`src/sv/pce_pkg.sv`:
```
// shared types, codes and arithmetic helpers for the palette code converter
package pce_pkg;

    localparam logic [1:0] FUNC_TEXT    = 2'd0;
    localparam logic [1:0] FUNC_GRAPH64 = 2'd1;

    localparam logic [1:0] REG_BLANK      = 2'd0;
    localparam logic [1:0] REG_HALF_TEXT  = 2'd1;
    localparam logic [1:0] REG_HALF_GRAPH = 2'd2;

    localparam logic [7:0] TEXT_SCALE   = 8'h55;
    localparam logic [7:0] GRAPH_SCALE  = 8'h11;
    localparam logic [7:0] BLANK_RESET  = 8'd0;
    localparam logic [7:0] FACTOR_RESET = 8'd255;

    typedef struct packed {
        logic [7:0] red;
        logic [7:0] green;
        logic [7:0] blue;
    } t_rgb;

    typedef struct packed {
        logic [15:0] text_red;
        logic [15:0] text_green;
        logic [15:0] text_blue;
        logic [15:0] graph_red;
        logic [15:0] graph_green;
        logic [15:0] graph_blue;
    } t_prod;

    // floor(x / 255) for x up to 255 * 255
    function automatic logic [7:0] div255(input logic [15:0] x);
        logic [16:0] s;
        s = {1'b0, x} + {9'd0, x[15:8]} + 17'd1;
        return s[15:8];
    endfunction

endpackage

```
`src/sv/pce_expand.sv`:
```
// first stage: channel expansion, blank floor and mirror flag
module pce_expand (
    input  logic                i_clk,
    input  logic                i_rst_n,
    input  logic                i_valid,
    output logic                o_ready,
    input  logic [1:0]          i_func,
    input  logic [11:0]         i_code,
    input  logic [5:0]          i_index,
    input  logic [7:0]          i_blank,
    output logic                o_valid,
    input  logic                i_ready,
    output pce_pkg::t_rgb       o_rgb,
    output logic                o_mirror
);

    logic          r_valid;
    pce_pkg::t_rgb r_rgb;
    logic          r_mirror;
    pce_pkg::t_rgb n_rgb;
    logic          n_mirror;
    logic          w_load;

    assign o_ready = !r_valid || i_ready;
    assign w_load  = i_valid && o_ready;

    always_comb begin
        if (i_func == pce_pkg::FUNC_TEXT) begin
            n_rgb.blue  = 8'({6'd0, i_code[1:0]} * pce_pkg::TEXT_SCALE);
            n_rgb.red   = 8'({6'd0, i_code[3:2]} * pce_pkg::TEXT_SCALE);
            n_rgb.green = 8'({6'd0, i_code[5:4]} * pce_pkg::TEXT_SCALE);
        end else begin
            n_rgb.blue  = 8'({4'd0, i_code[3:0]}  * pce_pkg::GRAPH_SCALE);
            n_rgb.red   = 8'({4'd0, i_code[7:4]}  * pce_pkg::GRAPH_SCALE);
            n_rgb.green = 8'({4'd0, i_code[11:8]} * pce_pkg::GRAPH_SCALE);
        end
        if (n_rgb.red < i_blank && n_rgb.green < i_blank && n_rgb.blue < i_blank) begin
            n_rgb.red   = i_blank;
            n_rgb.green = i_blank;
            n_rgb.blue  = i_blank;
        end
        n_mirror = (i_func == pce_pkg::FUNC_GRAPH64) && (i_index[2:0] == i_index[5:3]);
    end

    always_ff @(posedge i_clk) begin
        if (!i_rst_n) begin
            r_valid <= 1'b0;
        end else if (o_ready) begin
            r_valid <= i_valid;
        end
    end

    always_ff @(posedge i_clk) begin
        if (w_load) begin
            r_rgb    <= n_rgb;
            r_mirror <= n_mirror;
        end
    end

    assign o_valid  = r_valid;
    assign o_rgb    = r_rgb;
    assign o_mirror = r_mirror;

endmodule

```
`src/sv/pce_scale.sv`:
```
// second stage: channel times dimming factor products
module pce_scale (
    input  logic                i_clk,
    input  logic                i_rst_n,
    input  logic                i_valid,
    output logic                o_ready,
    input  pce_pkg::t_rgb       i_rgb,
    input  logic                i_mirror,
    input  logic [7:0]          i_half_text,
    input  logic [7:0]          i_half_graph,
    output logic                o_valid,
    input  logic                i_ready,
    output pce_pkg::t_rgb       o_rgb,
    output pce_pkg::t_prod      o_prod,
    output logic                o_mirror
);

    logic           r_valid;
    pce_pkg::t_rgb  r_rgb;
    pce_pkg::t_prod r_prod;
    logic           r_mirror;
    pce_pkg::t_prod n_prod;
    logic           w_load;

    assign o_ready = !r_valid || i_ready;
    assign w_load  = i_valid && o_ready;

    always_comb begin
        n_prod.text_red    = i_rgb.red   * i_half_text;
        n_prod.text_green  = i_rgb.green * i_half_text;
        n_prod.text_blue   = i_rgb.blue  * i_half_text;
        n_prod.graph_red   = i_rgb.red   * i_half_graph;
        n_prod.graph_green = i_rgb.green * i_half_graph;
        n_prod.graph_blue  = i_rgb.blue  * i_half_graph;
    end

    always_ff @(posedge i_clk) begin
        if (!i_rst_n) begin
            r_valid <= 1'b0;
        end else if (o_ready) begin
            r_valid <= i_valid;
        end
    end

    always_ff @(posedge i_clk) begin
        if (w_load) begin
            r_rgb    <= i_rgb;
            r_prod   <= n_prod;
            r_mirror <= i_mirror;
        end
    end

    assign o_valid  = r_valid;
    assign o_rgb    = r_rgb;
    assign o_prod   = r_prod;
    assign o_mirror = r_mirror;

endmodule

```
`src/sv/pce_div.sv`:
```
// third stage: divide products by 255 into the output register
module pce_div (
    input  logic                i_clk,
    input  logic                i_rst_n,
    input  logic                i_valid,
    output logic                o_ready,
    input  pce_pkg::t_rgb       i_rgb,
    input  pce_pkg::t_prod      i_prod,
    input  logic                i_mirror,
    output logic                o_valid,
    input  logic                i_ready,
    output pce_pkg::t_rgb       o_rgb,
    output pce_pkg::t_rgb       o_text_dim,
    output pce_pkg::t_rgb       o_graph_dim,
    output logic                o_mirror
);

    logic          r_valid;
    pce_pkg::t_rgb r_rgb;
    pce_pkg::t_rgb r_text_dim;
    pce_pkg::t_rgb r_graph_dim;
    logic          r_mirror;
    pce_pkg::t_rgb n_text_dim;
    pce_pkg::t_rgb n_graph_dim;
    logic          w_load;

    assign o_ready = !r_valid || i_ready;
    assign w_load  = i_valid && o_ready;

    always_comb begin
        n_text_dim.red    = pce_pkg::div255(i_prod.text_red);
        n_text_dim.green  = pce_pkg::div255(i_prod.text_green);
        n_text_dim.blue   = pce_pkg::div255(i_prod.text_blue);
        n_graph_dim.red   = pce_pkg::div255(i_prod.graph_red);
        n_graph_dim.green = pce_pkg::div255(i_prod.graph_green);
        n_graph_dim.blue  = pce_pkg::div255(i_prod.graph_blue);
    end

    always_ff @(posedge i_clk) begin
        if (!i_rst_n) begin
            r_valid <= 1'b0;
        end else if (o_ready) begin
            r_valid <= i_valid;
        end
    end

    always_ff @(posedge i_clk) begin
        if (w_load) begin
            r_rgb       <= i_rgb;
            r_text_dim  <= n_text_dim;
            r_graph_dim <= n_graph_dim;
            r_mirror    <= i_mirror;
        end
    end

    assign o_valid     = r_valid;
    assign o_rgb       = r_rgb;
    assign o_text_dim  = r_text_dim;
    assign o_graph_dim = r_graph_dim;
    assign o_mirror    = r_mirror;

endmodule

```
`src/sv/palette_code_to_rgb_converter.sv`:
```
// Palette code to RGB converter: turns one palette code per word into 8-bit
// RGB with a blank floor, two dimmed copies and a mirror flag.
// Input channel s_axis: tuser carries the mode selector, tdata the code and
// the palette entry number. Output channel m_axis: tdata carries the nine
// color bytes, tuser the mirror flag.
// Configuration: i_cfg_wr_en writes i_cfg_wdata into register i_cfg_addr
// (0 blank level, 1 text dim factor, 2 graphics dim factor) at the clock
// edge; other addresses are ignored. Write only while the block is empty.
// The registered stages from input accept to output are, in order:
// expansion and floor, the six 8x8 products, then the divide by 255. One
// word is taken per cycle for as long as the receiver keeps m_axis_tready high.
// Each stage holds while the stage after it is full and stalled, so a
// stalled receiver still lets up to two more words be taken before
// s_axis_tready drops; nothing is lost or repeated.
// Synchronous reset empties the pipeline and sets the blank level to 0 and
// both dim factors to 255.
module palette_code_to_rgb_converter (
    input  logic        i_clk,
    input  logic        i_rst_n,
    input  logic        s_axis_tvalid,
    output logic        s_axis_tready,
    input  logic [23:0] s_axis_tdata,   // color_code, entry_index, zero pad
    input  logic [1:0]  s_axis_tuser,   // func
    output logic        m_axis_tvalid,
    input  logic        m_axis_tready,
    // red, green, blue, text_dim_red/green/blue, graph_dim_red/green/blue
    output logic [71:0] m_axis_tdata,
    output logic        m_axis_tuser,   // mirror_hit
    input  logic        i_cfg_wr_en,
    input  logic [1:0]  i_cfg_addr,
    input  logic [7:0]  i_cfg_wdata
);

    logic [7:0]     r_blank;
    logic [7:0]     r_half_text;
    logic [7:0]     r_half_graph;

    logic           w_v1;
    logic           w_rdy2;
    pce_pkg::t_rgb  w_rgb1;
    logic           w_mir1;
    logic           w_v2;
    logic           w_rdy3;
    pce_pkg::t_rgb  w_rgb2;
    pce_pkg::t_prod w_prod2;
    logic           w_mir2;
    pce_pkg::t_rgb  w_rgb3;
    pce_pkg::t_rgb  w_text3;
    pce_pkg::t_rgb  w_graph3;
    logic           w_mir3;

    always_ff @(posedge i_clk) begin
        if (!i_rst_n) begin
            r_blank      <= pce_pkg::BLANK_RESET;
            r_half_text  <= pce_pkg::FACTOR_RESET;
            r_half_graph <= pce_pkg::FACTOR_RESET;
        end else if (i_cfg_wr_en) begin
            unique case (i_cfg_addr)
                pce_pkg::REG_BLANK:      r_blank      <= i_cfg_wdata;
                pce_pkg::REG_HALF_TEXT:  r_half_text  <= i_cfg_wdata;
                pce_pkg::REG_HALF_GRAPH: r_half_graph <= i_cfg_wdata;
                default: begin
                end
            endcase
        end
    end

    pce_expand u_expand (
        .i_clk    (i_clk),
        .i_rst_n  (i_rst_n),
        .i_valid  (s_axis_tvalid),
        .o_ready  (s_axis_tready),
        .i_func   (s_axis_tuser),
        .i_code   (s_axis_tdata[11:0]),
        .i_index  (s_axis_tdata[17:12]),
        .i_blank  (r_blank),
        .o_valid  (w_v1),
        .i_ready  (w_rdy2),
        .o_rgb    (w_rgb1),
        .o_mirror (w_mir1)
    );

    pce_scale u_scale (
        .i_clk        (i_clk),
        .i_rst_n      (i_rst_n),
        .i_valid      (w_v1),
        .o_ready      (w_rdy2),
        .i_rgb        (w_rgb1),
        .i_mirror     (w_mir1),
        .i_half_text  (r_half_text),
        .i_half_graph (r_half_graph),
        .o_valid      (w_v2),
        .i_ready      (w_rdy3),
        .o_rgb        (w_rgb2),
        .o_prod       (w_prod2),
        .o_mirror     (w_mir2)
    );

    pce_div u_div (
        .i_clk       (i_clk),
        .i_rst_n     (i_rst_n),
        .i_valid     (w_v2),
        .o_ready     (w_rdy3),
        .i_rgb       (w_rgb2),
        .i_prod      (w_prod2),
        .i_mirror    (w_mir2),
        .o_valid     (m_axis_tvalid),
        .i_ready     (m_axis_tready),
        .o_rgb       (w_rgb3),
        .o_text_dim  (w_text3),
        .o_graph_dim (w_graph3),
        .o_mirror    (w_mir3)
    );

    assign m_axis_tdata = {w_graph3.blue, w_graph3.green, w_graph3.red,
                           w_text3.blue, w_text3.green, w_text3.red,
                           w_rgb3.blue, w_rgb3.green, w_rgb3.red};
    assign m_axis_tuser = w_mir3;

    // a dimmed channel never exceeds its source channel
    a_text_dim_le: assert property (@(posedge i_clk) disable iff (!i_rst_n)
        m_axis_tvalid |-> (w_text3.red <= w_rgb3.red && w_text3.green <= w_rgb3.green
                           && w_text3.blue <= w_rgb3.blue))
        else $error("text dim above channel");

    a_graph_dim_le: assert property (@(posedge i_clk) disable iff (!i_rst_n)
        m_axis_tvalid |-> (w_graph3.red <= w_rgb3.red && w_graph3.green <= w_rgb3.green
                           && w_graph3.blue <= w_rgb3.blue))
        else $error("graphics dim above channel");

    // input only backs up when every stage is full
    a_stall_full: assert property (@(posedge i_clk) disable iff (!i_rst_n)
        !s_axis_tready |-> (w_v1 && w_v2 && m_axis_tvalid && !m_axis_tready))
        else $error("input stalled with a free stage");

    // a word held in the first stage under stall is still there next cycle
    a_stage1_hold: assert property (@(posedge i_clk) disable iff (!i_rst_n)
        (w_v1 && !w_rdy2) |=> w_v1)
        else $error("first stage word lost");

endmodule
```
`config.mk`:
```
export PLATFORM = sky130hd
export DESIGN_NAME = palette_code_to_rgb_converter
export DESIGN_NICKNAME = d
export VERILOG_FILES = /design/src/sv/pce_pkg.sv /design/src/sv/pce_expand.sv /design/src/sv/pce_scale.sv /design/src/sv/pce_div.sv /design/src/sv/palette_code_to_rgb_converter.sv
export SDC_FILE = /design/constraint.sdc
export NUM_CORES = 1
export LEC_CHECK = 0
export BUFFER_PORTS_ARGS = -buffer_cell sky130_fd_sc_hd__buf_2
export CORE_AREA = 2 2 207 209
export CTS_CLUSTER_SIZE = 16
export DETAILED_ROUTE_END_ITERATION = 10
export DIE_AREA = 0 0 209 211
export HOLD_SLACK_MARGIN = 0.06
export PLACE_DENSITY = 0.79
export SYNTH_ARGS = -nofsm -noshare
export SYNTH_HDL_FRONTEND = slang
export SYNTH_SLANG_ARGS = --single-unit
export TNS_END_PERCENT = 30
```
`constraint.sdc`:
```
create_clock -name i_clk -period 9.93 [get_ports i_clk]
set_clock_uncertainty 0.05 [all_clocks]
set_input_delay 0 -clock i_clk [delete_from_list [all_inputs] [get_ports i_clk]]
set_output_delay 0 -clock i_clk [all_outputs]
set_load 0.02 [all_outputs]
```
Word level (Yosys, flattened, before mapping)
Cells that the tools add are included.

operators by class
  $add $sub $neg = 12
  multipliers = 12
  order comparisons = 3
  equality and inequality tests = 4
  mux-type cells = 2
  reductions and logical operators = 17

operators with widths
  cell                                                                   count
  16-bit by 1-bit adder with 16-bit output, second input constant        6
  16-bit by 8-bit adder with 16-bit output                               6
  8-bit by 8-bit multiplier with 16-bit output                           6
  24-bit 2-to-1 mux                                                      2
  8-bit less-than comparator                                             3
  2-bit by 7-bit multiplier with 8-bit output, second input constant     3
  4-bit by 5-bit multiplier with 8-bit output, second input constant     3
  1-bit logical AND                                                      6
  2-bit AND reduction                                                    3
  2-bit by 1-bit equality test with 1-bit output, second input constant  2
  2-bit zero test                                                        2
  3-bit equality test                                                    1
  1-bit zero test                                                        3
  1-bit logical OR                                                       3
  2-bit equality test, second input constant                             1

storage, ports and cells
  bits in registers = 246
  input bits = 41
  output and inout port bits = 75
  logic and storage cells = 80

Logic depth before layout (Yosys ltp)
  word-level depth = 6
  depth in mapped cells = 17

By module
A second synthesis with hierarchy kept.

unflattened totals
  cell total of the unflattened synthesis = 2247
  area total of the unflattened synthesis = 23547.6 sq um

modules (own cells, without submodules)
  module                         instances  cells each  area each (sq um)  seq. area each (sq um)
  pce_scale                      1          1703        16809.9            3653.5
  pce_div                        1          299         3922.5             2212.1
  pce_expand                     1          147         1809.2             770.7
  palette_code_to_rgb_converter  1          98          1006.0             480.5

Worst setup path before layout
OpenSTA, ideal clock, no wires.

  path type = register to register
  from = register u_div.r_valid, in the netlist u_div.o_valid
  to = register u_scale.r_mirror, in the netlist u_scale.o_mirror (enable)
  data arrival time = 9.322 ns
  data required time = 9.094 ns
  path slack = -0.228 ns
  stages on the path, launching flop included = 3
  buffers on the path = 0
  period minus slack after synthesis = 10.158 ns
  cell sequence = dfxtp_1 > nor2b_1 > a21boi_0

on the way
  cells in the longest elaborated chain, start to end = 4

ends and longest elaborated chain
  element                   line             RTL
  start: declaration        pce_div.sv:18    logic r_valid;
  start signal: assignment  pce_div.sv:43    r_valid <= i_valid;
  1-bit zero test           pce_div.sv:27    assign o_ready = !r_valid || i_ready;
  1-bit logical OR          pce_div.sv:27
  1-bit logical OR          pce_scale.sv:25  assign o_ready = !r_valid || i_ready;
  1-bit logical AND         pce_scale.sv:26  assign w_load = i_valid && o_ready;
  net u_scale.w_load        pce_scale.sv:23  logic w_load;
  end signal: assignment    pce_scale.sv:49  r_mirror <= i_mirror;
  end: declaration          pce_scale.sv:21  logic r_mirror;

The timed path passes the listed nets, and every way through them passes these cells.
A chain may end at the register's enable or synchronous reset.

==> run_summary.xml <==
<?xml version="1.0" encoding="UTF-8"?>
<metrics>
  <group name="outcome">
    <metric name="outcome" unit="">finished clean</metric>
  </group>
  <group name="global_route">
    <metric name="grt_start_max_net_pins" unit="">74</metric>
    <metric name="grt_antenna_before_repair" unit="">2</metric>
    <metric name="grt_first_pass_wirelength" unit="mm">80.17</metric>
    <metric name="globalRoute.totalOverflow" unit="">0</metric>
    <metric name="grt_pass1_vias" unit="">16750</metric>
    <metric name="grt_usage" unit="%">22.17</metric>
  </group>
  <group name="synth">
    <metric name="post_synth_most_frequent_cells" unit="">339 x inv_1, 317 x and2_1, 279 x ha_1</metric>
    <metric name="synth_sequential_area_ratio" unit="%">31.16</metric>
    <metric name="yosysMostFrequentCell" unit="">inv_1</metric>
    <metric name="netlist-cell-type-count" unit="">60</metric>
    <metric name="syn-instance-count" unit="">2198</metric>
    <metric name="synth.top_cells.by_area" unit="">edfxtp_1 29%, fa_1 19%, ha_1 15%</metric>
    <metric name="synth_top_area_share" unit="%">28.79</metric>
    <metric name="synth_edf_count" unit="">219</metric>
    <metric name="synthFlopType" unit="">edfxtp_1</metric>
    <metric name="synth_area_per_cell" unit="sq um">10.39</metric>
    <metric name="synth_area" unit="sq um">22840</metric>
    <metric name="synth_top_cell_by_area" unit="">edfxtp_1</metric>
    <metric name="synth_async_sr_flop_share" unit="%">0</metric>
    <metric name="synth.net_count" unit="">2734</metric>
    <metric name="postSynthRegisterBits" unit="">246</metric>
    <metric name="synth-warning-count" unit="">0</metric>
  </group>
  <group name="critical_path">
    <metric name="setup.worst_path.end_class" unit="">register</metric>
    <metric name="path_class" unit="">register to register</metric>
    <metric name="cp_data_required_time" unit="ps">10170</metric>
    <metric name="type_of_origin_of_the_critical_path" unit="">register</metric>
    <metric name="timing.critical_path.from" unit="">r_half_text[5]$_SDFFE_PN1P_</metric>
    <metric name="endpoint_arrival_time_on_the_critical_path" unit="ps">5460</metric>
    <metric name="crit-reg2reg-launch" unit="">r_half_text[5]$_SDFFE_PN1P_</metric>
    <metric name="timing.critical_path.fanout_max" unit="">25</metric>
  </group>
  <group name="clock_tree">
    <metric name="clk_root_buffer_cell" unit="">clkbuf_16</metric>
    <metric name="holdBufCountCts" unit="">43</metric>
    <metric name="cts.path.max_buffers" unit="">3</metric>
    <metric name="clock_sink_count" unit="">246</metric>
    <metric name="cts_post_setup_buffers_inserted" unit="">0</metric>
    <metric name="cts.reportedPaths.clkPinSlew" unit="ps">70</metric>
    <metric name="cts-buffers-inserted" unit="">27</metric>
    <metric name="cts-resized-gates" unit="">0</metric>
    <metric name="cts_tree" unit="">built</metric>
    <metric name="htreeDepth" unit="">1</metric>
    <metric name="clkLatencyLatePin" unit="ps">560</metric>
  </group>
  <group name="finish">
    <metric name="syn_to_final_growth" unit="%">10.40</metric>
    <metric name="final-instance-count-excl-fill" unit="">2875</metric>
    <metric name="post_route_cells_drive_above_1_share" unit="%">7.626</metric>
    <metric name="num-nets-final" unit="">2850</metric>
  </group>
  <group name="floorplan">
    <metric name="design.die.area" unit="sq um">44100</metric>
    <metric name="placeableCoreArea" unit="sq um">41760</metric>
    <metric name="start_util" unit="%">54.70</metric>
    <metric name="row_count" unit="">75</metric>
    <metric name="floorplan.die.height" unit="microns">211</metric>
    <metric name="ios" unit="">116</metric>
    <metric name="floorplan.die.width" unit="microns">209</metric>
  </group>
  <group name="route">
    <metric name="vias" unit="">15800</metric>
    <metric name="drt_first_pass_iters" unit="">5</metric>
    <metric name="routed_via_density" unit="">5.497</metric>
    <metric name="iteration_0_drc_markers" unit="">836</metric>
    <metric name="detail_route.wl_per_cell" unit="microns">16.41</metric>
    <metric name="drc_violation_count_after_routing" unit="">0</metric>
    <metric name="drtAntennaViolNets" unit="">0</metric>
    <metric name="route.final.wire_length" unit="mm">47.19</metric>
  </group>
  <group name="power">
    <metric name="p_leak" unit="nW">11.49</metric>
    <metric name="irDropWorstVdd" unit="mV">0.2286</metric>
    <metric name="pwr_density_cell" unit="nW/um^2">361.9</metric>
    <metric name="total_power" unit="mW">9.126</metric>
  </group>
  <group name="timing">
    <metric name="fmaxAchievable" unit="MHz">191.7</metric>
    <metric name="pin_slew_with_the_least_headroom_to_its_limit" unit="ps">1040</metric>
    <metric name="slew-limit-headroom" unit="%">30.64</metric>
    <metric name="final_period_minus_worst_setup_slack" unit="ps">5217</metric>
    <metric name="fin_crit_sh" unit="%">52.54</metric>
    <metric name="hold_viol" unit="">0</metric>
    <metric name="setup_viol" unit="">0</metric>
    <metric name="final_max_slew_viol_count" unit="">0</metric>
    <metric name="unrepaired_setup_endpoints_after_global_routing" unit="">false</metric>
    <metric name="final.setup.tns" unit="ps">0</metric>
  </group>
  <group name="worst_hold_path">
    <metric name="worst_min_delay_path_category" unit="">input port to register</metric>
    <metric name="worst_hold_startpoint" unit="">s_axis_tdata[5]</metric>
  </group>
  <group name="placement">
    <metric name="place_inst" unit="">2781</metric>
    <metric name="place_hpwl" unit="mm">34.12</metric>
    <metric name="globalplace.congestion" unit="">0.8836</metric>
    <metric name="numPortBuffers" unit="">109</metric>
  </group>
  <group name="flow_run">
    <metric name="drv_cap" unit="">0</metric>
  </group>
</metrics>
## metal layers
| metal | vias to the layer above | track usage, % | share of wire, % |
|---|---|---|---|
| li1 | 7420 | - | - |
| met4 | 0 | 7.438 | 2.7 |
| met3 | 99 | 2.646 | 5.2 |
| met2 | 439 | 40.25 | 51 |
| met1 | 7846 | 27.46 | 41 |
| met5 | - | 0 | 0 |
## where the power goes
part	switching, mW	internal [mW]	leakage [nW]
clock network	0.431	0.632	0.439
registers	0.236	1.77	2.28
logic	3.33	2.73	8.77
## sequential cells by signal, summed over array words and instances (netlist names)
signal             count
u_scale.o_prod        96
u_div.o_graph_dim     24
u_div.o_rgb           24
u_div.o_text_dim      24
u_expand.o_rgb        24
u_scale.o_rgb         24
r_blank                8
r_half_graph           8
r_half_text            8
u_div.o_mirror         1
u_div.o_valid          1
u_expand.o_mirror      1
u_expand.o_valid       1
u_scale.o_mirror       1
u_scale.o_valid        1
## through the flow
| step | hold slack (ps) | utilization, % | area [sq um] | worst slack [ps] |
|---|---|---|---|---|
| after floorplan | 73.97 | - | 22840 | 2967 |
| after global placement | 220.0 | 57.11 | 23850 | 4862 |
| after detailed placement | 240.7 | 57.11 | 23850 | 4752 |
| after CTS | 64.58 | 60.38 | 25210 | 4727 |
| after global routing | 114.4 | 60.39 | 25220 | 4452 |
| final | 115.6 | 60.39 | 25220 | 4713 |
## placed cells by master, fill, tap and decap left out, drive strengths merged, types with 27 or more instances in the layout
| cell type | Yosys | final |
|---|---|---|
| fa | 216 | 216 |
| buf | 2 | 113 |
| dfxtp | 27 | 27 |
| nor2 | 62 | 62 |
| edfxtp | 219 | 219 |
| nand2 | 184 | 184 |
| and2 | 317 | 317 |
| clkbuf | 67 | 30 |
| o21ai | 37 | 37 |
| a21oi | 69 | 69 |
| inv | 339 | 341 |
| a21o | 31 | 31 |
| ha | 279 | 279 |
| xnor2 | 86 | 86 |
| nand3 | 48 | 48 |
| dlygate4sd3 | 0 | 43 |
## area by class of cell
type                    instances  area (sq um)
clock buffers                  30         686.9
well taps                     539         674.4
diodes                          2         5.005
clock inverters                19         247.7
repair buffers                156          1006
multi-input cells            1544         14210
flip-flops and latches        246          7117
inverters                     339          1272
fillers                      3204         16540
## worst max-delay path, cell delays in order (launching register included)
cell and delay [ps]:
dfxtp_1 1000, nand2_1 180, fa_1 550, fa_1 550
inv_1 60, fa_1 540, inv_1 70, fa_1 540
inv_1 50, ha_1 320, o21ai_0 300, a211oi_1 120
nor3_1 330, a21oi_1 130, xor2_1 160
## worst paths after layout
path | end | slack, ps | depth (start not counted)
min reg2reg | u_div.o_rgb[13]$_DFFE_PP_ | 370 | 0
max | u_scale.o_prod[77]$_DFFE_PP_ | 4710 | 14
min | u_expand.o_rgb[21]$_DFFE_PP_ | 120 | 5
max reg2reg | u_scale.o_prod[77]$_DFFE_PP_ | 4710 | 14
## cells by family after synthesis
group                    Yosys count  share of synthesized area [%]
AO/OA/AOI/OAI                    234                          6.984
buffers and inverters            408                          6.770
adder cells (fa/ha/maj)          495                          34.21
XOR/XNOR                         110                          4.218
flip-flops                       246                          31.16
AND/OR/NAND/NOR                  699                          16.31
multiplexers                       6                         0.3506
(Power assumes the default switching activity.)
